[src/rtl/b91_pkg.sv]
// shared types, constants and the divide-by-91 helper
// no dependencies
package b91_pkg;

  localparam logic [3:0]  BYTE_BITS   = 4'd8;
  localparam logic [4:0]  SPLIT_SHORT = 5'd13;
  localparam logic [4:0]  SPLIT_LONG  = 5'd14;
  localparam logic [4:0]  FLUSH_ONE   = 5'd7;
  localparam logic [12:0] SMALL_LIMIT = 13'd88;
  localparam logic [12:0] DIGIT_MAX   = 13'd90;
  localparam logic [13:0] RADIX       = 14'd91;
  localparam logic [13:0] RECIP       = 14'd11523;
  localparam int          RECIP_SHIFT = 20;

  // slots of a job: ext mod, ext div, flush mod, flush div
  typedef struct packed {
    logic [13:0] v;
    logic [12:0] f;
    logic [3:0]  mask;
  } job_t;

  // floor(x / 91), exact for x below 11648
  function automatic logic [6:0] div91(input logic [13:0] x);
    logic [27:0] p;
    p = 28'(x) * 28'(RECIP);
    return p[RECIP_SHIFT+6:RECIP_SHIFT];
  endfunction

  // x - 91 * q, given q = floor(x / 91)
  function automatic logic [6:0] mod91(input logic [13:0] x, input logic [6:0] q);
    logic [13:0] prod;
    logic [13:0] diff;
    prod = {7'd0, q} * RADIX;
    diff = x - prod;
    return diff[6:0];
  endfunction

endpackage

[src/rtl/b91_front.sv]
// front end: bit accumulator, extraction and flush decisions
// uses b91_pkg; feeds jobs into b91_jobq
module b91_front import b91_pkg::*; (
  input  logic       clk,
  input  logic       rst_n,
  input  logic       push,
  input  logic [7:0] in_data_byte,
  input  logic       in_end_of_message,
  input  logic       jq_full,
  output logic       jq_push,
  output job_t       jq_job
);

  logic [12:0] acc_r, acc_nxt;
  logic [3:0]  cnt_r, cnt_nxt;
  logic [20:0] merged;
  logic [20:0] rem;
  logic [4:0]  cnt_sum;
  logic [4:0]  rem_cnt;
  logic        accept;
  logic        ext;
  logic        take_long;
  logic        flush;
  logic        two;

  always_comb begin
    accept    = push && !jq_full;
    merged    = {8'd0, acc_r} | ({13'd0, in_data_byte} << cnt_r);
    cnt_sum   = {1'b0, cnt_r} + {1'b0, BYTE_BITS};
    ext       = cnt_sum > SPLIT_SHORT;
    take_long = merged[12:0] <= SMALL_LIMIT;
    if (!ext) begin
      rem     = merged;
      rem_cnt = cnt_sum;
    end else if (take_long) begin
      rem     = merged >> SPLIT_LONG;
      rem_cnt = cnt_sum - SPLIT_LONG;
    end else begin
      rem     = merged >> SPLIT_SHORT;
      rem_cnt = cnt_sum - SPLIT_SHORT;
    end
    flush = in_end_of_message && (rem_cnt != 5'd0);
    two   = (rem_cnt > FLUSH_ONE) || (rem[12:0] > DIGIT_MAX);

    jq_job.v    = take_long ? merged[13:0] : {1'b0, merged[12:0]};
    jq_job.f    = rem[12:0];
    jq_job.mask = {flush && two, flush, ext, ext};
    jq_push     = accept && (ext || flush);

    acc_nxt = acc_r;
    cnt_nxt = cnt_r;
    if (accept) begin
      if (in_end_of_message) begin
        acc_nxt = '0;
        cnt_nxt = '0;
      end else begin
        acc_nxt = rem[12:0];
        cnt_nxt = rem_cnt[3:0];
      end
    end
  end

  always_ff @(posedge clk) begin
    if (!rst_n) begin
      acc_r <= '0;
      cnt_r <= '0;
    end else begin
      acc_r <= acc_nxt;
      cnt_r <= cnt_nxt;
    end
  end

endmodule

[src/rtl/b91_jobq.sv]
// two-entry job queue between front and back
// uses b91_pkg
module b91_jobq import b91_pkg::*; (
  input  logic clk,
  input  logic rst_n,
  input  logic wr,
  input  job_t wr_job,
  output logic full,
  input  logic rd,
  output job_t rd_job,
  output logic empty
);

  job_t       ent_r [2];
  logic       wp_r, wp_nxt;
  logic       rp_r, rp_nxt;
  logic [1:0] cnt_r, cnt_nxt;
  logic       do_wr, do_rd;

  always_comb begin
    full   = cnt_r == 2'd2;
    empty  = cnt_r == 2'd0;
    rd_job = ent_r[rp_r];
    do_wr  = wr && !full;
    do_rd  = rd && !empty;
    wp_nxt = do_wr ? !wp_r : wp_r;
    rp_nxt = do_rd ? !rp_r : rp_r;
    cnt_nxt = cnt_r + {1'b0, do_wr} - {1'b0, do_rd};
  end

  always_ff @(posedge clk) begin
    if (!rst_n) begin
      wp_r  <= 1'b0;
      rp_r  <= 1'b0;
      cnt_r <= '0;
    end else begin
      wp_r  <= wp_nxt;
      rp_r  <= rp_nxt;
      cnt_r <= cnt_nxt;
    end
  end

  always_ff @(posedge clk) begin
    if (do_wr) begin
      ent_r[wp_r] <= wr_job;
    end
  end

endmodule

[src/rtl/b91_back.sv]
// back end: divide stage, digit sequencer and two-entry result queue
// uses b91_pkg; takes jobs from b91_jobq
module b91_back import b91_pkg::*; (
  input  logic       clk,
  input  logic       rst_n,
  input  job_t       jq_job,
  input  logic       jq_empty,
  output logic       jq_pop,
  output logic       empty,
  input  logic       pop,
  output logic [6:0] out_digit,
  output logic       out_last_digit
);

  logic        dv_r, dv_nxt;
  logic [13:0] v_r;
  logic [12:0] f_r;
  logic [6:0]  qv_r;
  logic [6:0]  qf_r;
  logic [3:0]  mask_r, mask_nxt;
  logic [3:0]  lowest;
  logic [3:0]  mask_after;
  logic [6:0]  dig;
  logic        dig_last;
  logic        emit;
  logic        load;

  logic [6:0] od_r [2];
  logic       ol_r [2];
  logic       owp_r, orp_r;
  logic [1:0] ocnt_r, ocnt_nxt;
  logic       ofull;
  logic       do_pop;

  always_comb begin
    ofull      = ocnt_r == 2'd2;
    lowest     = mask_r & (~mask_r + 4'd1);
    mask_after = mask_r & ~lowest;
    dig_last   = mask_after == 4'd0;
    unique case (lowest)
      4'b0001: dig = mod91(v_r, qv_r);
      4'b0010: dig = qv_r;
      4'b0100: dig = mod91({1'b0, f_r}, qf_r);
      4'b1000: dig = qf_r;
      default: dig = '0;
    endcase
    emit   = dv_r && !ofull;
    load   = !dv_r || (emit && dig_last);
    jq_pop = load && !jq_empty;
    dv_nxt   = dv_r;
    mask_nxt = mask_r;
    if (load) begin
      dv_nxt   = !jq_empty;
      mask_nxt = jq_job.mask;
    end else if (emit) begin
      mask_nxt = mask_after;
    end
    do_pop   = pop && (ocnt_r != 2'd0);
    ocnt_nxt = ocnt_r + {1'b0, emit} - {1'b0, do_pop};
    empty          = ocnt_r == 2'd0;
    out_digit      = od_r[orp_r];
    out_last_digit = ol_r[orp_r];
  end

  always_ff @(posedge clk) begin
    if (!rst_n) begin
      dv_r   <= 1'b0;
      mask_r <= '0;
      owp_r  <= 1'b0;
      orp_r  <= 1'b0;
      ocnt_r <= '0;
    end else begin
      dv_r   <= dv_nxt;
      mask_r <= mask_nxt;
      ocnt_r <= ocnt_nxt;
      if (emit) begin
        owp_r <= !owp_r;
      end
      if (do_pop) begin
        orp_r <= !orp_r;
      end
    end
  end

  // quotient by reciprocal multiply, registered before the remainder
  always_ff @(posedge clk) begin
    if (jq_pop) begin
      v_r  <= jq_job.v;
      f_r  <= jq_job.f;
      qv_r <= div91(jq_job.v);
      qf_r <= div91({1'b0, jq_job.f});
    end
    if (emit) begin
      od_r[owp_r] <= dig;
      ol_r[owp_r] <= dig_last;
    end
  end

endmodule

[src/rtl/base91_encoder_top.sv]
// base91 encoder top level: byte beats in, symbol values 0..90 out
// uses b91_pkg, b91_front, b91_jobq, b91_back
//
// input channel: a beat carries in_data_byte and in_end_of_message and is
//   taken at a clock edge with push high and full low
// result channel: while empty is low the oldest digit sits on out_digit and
//   out_last_digit; it is taken at an edge with pop high
// each byte gives zero to four digits; out_last_digit marks the final digit
//   caused by one byte
// path: job queue, then divide-stage registers, then result queue
// throughput: one digit per cycle on the result side while the result queue
//   has room, set by the digit sequencer in the back end;
//   the front takes a byte every cycle while the job queue has room
// the job queue holds at most two jobs; when the receiver stalls the result
//   queue and job queue fill and full goes high
// reset (rst_n low, synchronous) clears the bit accumulator, count and all
//   queues; digits not yet taken are dropped
module base91_encoder_top import b91_pkg::*; (
  input  logic       clk,
  input  logic       rst_n,
  input  logic       push,
  output logic       full,
  input  logic [7:0] in_data_byte,
  input  logic       in_end_of_message,
  output logic       empty,
  input  logic       pop,
  output logic [6:0] out_digit,
  output logic       out_last_digit
);

  job_t fe_job;
  job_t jq_head;
  logic fe_push;
  logic jq_full;
  logic jq_empty;
  logic jq_pop;

  assign full = jq_full;

  b91_front u_front (
    .clk               (clk),
    .rst_n             (rst_n),
    .push              (push),
    .in_data_byte      (in_data_byte),
    .in_end_of_message (in_end_of_message),
    .jq_full           (jq_full),
    .jq_push           (fe_push),
    .jq_job            (fe_job)
  );

  b91_jobq u_jobq (
    .clk    (clk),
    .rst_n  (rst_n),
    .wr     (fe_push),
    .wr_job (fe_job),
    .full   (jq_full),
    .rd     (jq_pop),
    .rd_job (jq_head),
    .empty  (jq_empty)
  );

  b91_back u_back (
    .clk            (clk),
    .rst_n          (rst_n),
    .jq_job         (jq_head),
    .jq_empty       (jq_empty),
    .jq_pop         (jq_pop),
    .empty          (empty),
    .pop            (pop),
    .out_digit      (out_digit),
    .out_last_digit (out_last_digit)
  );

endmodule

[config.mk]
export PLATFORM = sky130hd
export DESIGN_NAME = base91_encoder_top
export DESIGN_NICKNAME = d
export VERILOG_FILES = /design/src/rtl/b91_pkg.sv /design/src/rtl/b91_front.sv /design/src/rtl/b91_jobq.sv /design/src/rtl/b91_back.sv /design/src/rtl/base91_encoder_top.sv
export SDC_FILE = /design/constraint.sdc
export NUM_CORES = 1
export LEC_CHECK = 0
export BUFFER_PORTS_ARGS = -buffer_cell sky130_fd_sc_hd__buf_2
export CAP_MARGIN = 25
export CORE_ASPECT_RATIO = 1.1
export CORE_MARGIN = 2
export CORE_UTILIZATION = 55
export DETAILED_ROUTE_END_ITERATION = 16
export GPL_TIMING_DRIVEN = 0
export HOLD_SLACK_MARGIN = 0.12
export PLACE_DENSITY = 0.71
export SETUP_SLACK_MARGIN = 0.1
export SLEW_MARGIN = 10
export SYNTH_ARGS = -nofsm -noshare
export SYNTH_HDL_FRONTEND = slang
export SYNTH_SLANG_ARGS = --single-unit
[constraint.sdc]
create_clock -name clk -period 18.2 [get_ports clk]
set_input_delay 0.91 -clock clk [delete_from_list [all_inputs] [get_ports clk]]
set_output_delay 0.91 -clock clk [all_outputs]
set_load 0.1 [all_outputs]
==> flow_summary.yaml <==
synthesis:
  async_flop_share: 0
  synth_edf_count: 104
  synth.distinct_cells: 72
  ys_ff_latch: 136
  ys_seq_area_frac: 0.300
  syn_area_per_cell_sq_um: 10.6
  netlist_instances: 1185
  yosys_warnings: 0
  synth_fp_nets: 1504
  synth_ff_type: "edfxtp_1"
  syn-cell-area_sq_um: 12500
setup_path:
  crit_path_frequent_cell: "ha_1"
  r2r_slack_ns: 11.16
  r2r_end: "u_back.qv_r[6]"
  path_cells: "buf_1 > clkbuf_1 > mux2i_1 > inv_1 > ha_1 > inv_1 > fa_1 > fa_1 > inv_1 > ha_1 > ha_1 > ha_1 > ha_1 > and4_1 > o2111ai_1 > a211o_1 > a31oi_1 > nor2_1 > o21ai_0 > o41ai_1 > xnor2_1"
  crit_end: "u_back.qv_r[6]"
  end_kind: "flip-flop"
  cpMaxStageDelayCell: "clkbuf_1"
  reg2regPathDepth: 21
  crit_arrival_ns: 7.19
  worst_ep_required_time_ns: 18.35
  start_kind: "flip-flop"
  crit_type: "flip-flop to flip-flop"
  crit_fanout: 10
  critPathMaxStageDelay_ns: 0.68
floorplan:
  dieWidth_microns: 148
  die_area_sq_um: 24000
  coreArea_sq_um: 22300
  num_rows: 57
  die_h_microns: 162
  ioPinCount: 23
  start_util: 0.564
sta:
  report.final.slew_viol_count: 0
  timing.fmax_ghz: 0.142
  relSlewSlack: 0.435
  fin_crit_sh: 0.387
  rsz0062_at_grt: "no"
  setup_violations: 0
  worst_slack_ns: 11.16
  period_needed_ns: 7.04
  setup_tns_ns: 0
  worst_pin_slew_ns: 0.827
  hold_violations: 0
  finalClockSkew_ns: 0.0109
global_route:
  antenna_found_initial: 0
  grt_pass1_vias: 8564
  grt_pass1_wl_microns: 41800
  grt_max_degree: 31
  grt_overflow_total: 0
  grt_usage: 0.220
placement:
  place_worst_setup_slack_ns: 11.05
  hpwl_microns: 20500
  gp_congestion: 0.968
  port_buffers: 22
clock_tree:
  cts_made_buffers: 17
  cts.sinks: 136
  htreeDepth: 4
  cts.clk_slew.worst_paths_ns: 0.06
  cts.path.max_buffers: 2
  cts_hold_buffers: 0
  tritoncts: "built"
  cts_root_buf: "clkbuf_16"
  cts.repair.resized: 0
  insertion_delay_ns: 0.42
  postCtsSetupBuffers: 0
layout:
  mostFrequentLayoutCells: "ha_1 (232), inv_1 (224), edfxtp_1 (104)"
  fill_cells: 1843
  finalNetCount: 1547
  insertedDiodeCount: 0
  area_growth_pct: 9.20
  layout-drive-gt1-share: 0.0831
  final_common_cell: "ha_1"
detailed_routing:
  first_iter_violations: 434
  viasPerCell: 5.48
  wl_per_cell_microns: 16.0
  num_vias: 8419
  drc: 0
  dr.pass1.iters: 5
  drtAntennaViolNets: 0
  wirelength_microns: 24600
run_status:
  status: "completed"
flow_run:
  max_cap_violations: 0
hold_path:
  min_path_type: "flip-flop to flip-flop"
kinds of logic after synthesis:
logic type / count (synthesis) / share of synthesized area
AOI/OAI and AO/OA: 183 / 0.101
xor gates and xnor gates: 55 / 0.0384
adders and majority gates: 307 / 0.350
buffers and inverters: 255 / 0.0781
DFF: 136 / 0.300
muxes: 58 / 0.0521
and+or+nand+nor: 191 / 0.0797
sequential cells by signal (all words and copies together) (netlist names), named ones only:
signal,cells
u_back.dv_r,1
u_back.f_r,7
u_back.mask_r,4
u_back.ocnt_r,2
u_back.od_r,14
u_back.ol_r,2
u_back.orp_r,1
u_back.owp_r,1
u_back.qf_r,7
u_back.qv_r,7
u_back.v_r,7
u_front.acc_r,13
u_front.cnt_r,4
u_jobq.cnt_r,2
u_jobq.ent_r,60
u_jobq.rp_r,1
u_jobq.wp_r,1
how the worst min path moves through the flow:
| stage | start | end | slack (ns) | cells past startpoint |
|---|---|---|---|---|
| 6_report | u_front.acc_r[10] | u_front.acc_r[10] | 0.53 | 2 |
| 5_1_grt | u_jobq.cnt_r[0] | u_back.dv_r | 0.57 | 1 |
| 3_3_place_gp | u_back.orp_r | u_back.orp_r | 0.52 | 2 |
| 4_1_cts | u_jobq.cnt_r[0] | u_back.dv_r | 0.53 | 1 |
| 2_1_floorplan | u_front.acc_r[10] | u_front.acc_r[10] | 0.49 | 2 |
| 3_5_place_dp | u_front.acc_r[10] | u_front.acc_r[10] | 0.52 | 2 |
layout make-up:
cell class	instances	area [sq um]	area share
Multi-Input combinational cell	794	7820	0.571
Sequential cell	136	3760	0.275
Inverter	225	845	0.0617
Clock buffer	20	447	0.0326
Tap cell	295	369	0.0270
Timing Repair Buffer	24	165	0.0121
Clock inverter	11	150	0.0110
Buffer	30	135	0.00987
critical path, delay by kind of cell, from the launching register on:
kind	cells	cell delay, ns
AOI/OAI and AO/OA	5	1.12
buffers and inverters	5	1.46
muxes	1	0.60
and+or+nand+nor	2	0.45
adders and majority gates	7	2.55
DFF	1	0.44
xor gates and xnor gates	1	0.14
routing by layer:
layer	vias to the layer above	wire length (microns)	GRT usage
li1	4172	-	-
met1	4024	11200	0.289
met2	183	12100	0.382
met3	40	906	0.0303
met4	0	439	0.0602
met5	-	0	0
cells in the mapped netlist (all sizes together) (7+ instances only):
cell type / number / area, sq um
ha: 232 / 2900
inv: 225 / 845
edfxtp: 104 / 3120
fa: 74 / 1480
nor2: 48 / 180
xnor2: 46 / 403
a21oi: 40 / 200
nand2: 36 / 135
dfxtp: 32 / 641
mux2: 29 / 338
nor2b: 29 / 181
o21ai: 28 / 140
mux2i: 27 / 270
a21o: 23 / 173
clkbuf: 19 / 71.3
and2: 15 / 93.8
nand2b: 15 / 93.8
a22oi: 14 / 105
buf: 11 / 63.8
nand3: 11 / 60.1
nor3: 11 / 55.1
o221ai: 11 / 96.3
xor2: 9 / 78.8
a211oi: 7 / 52.6
a21boi: 7 / 52.6
o211ai: 7 / 52.6
through the flow:
stage	utilization	hold WS, ns	area [sq um]	std cells
CTS	0.615	0.535	13700	1535
detailed placement	0.589	0.520	13100	1504
finish	0.615	0.529	13700	1535
global route	0.615	0.573	13700	1535
global placement	0.585	0.519	13000	1502
floorplan	-	0.493	12500	1185
Power is not shown: default switching activity piles up to over one toggle a cycle in this logic, so the estimate is an artifact.
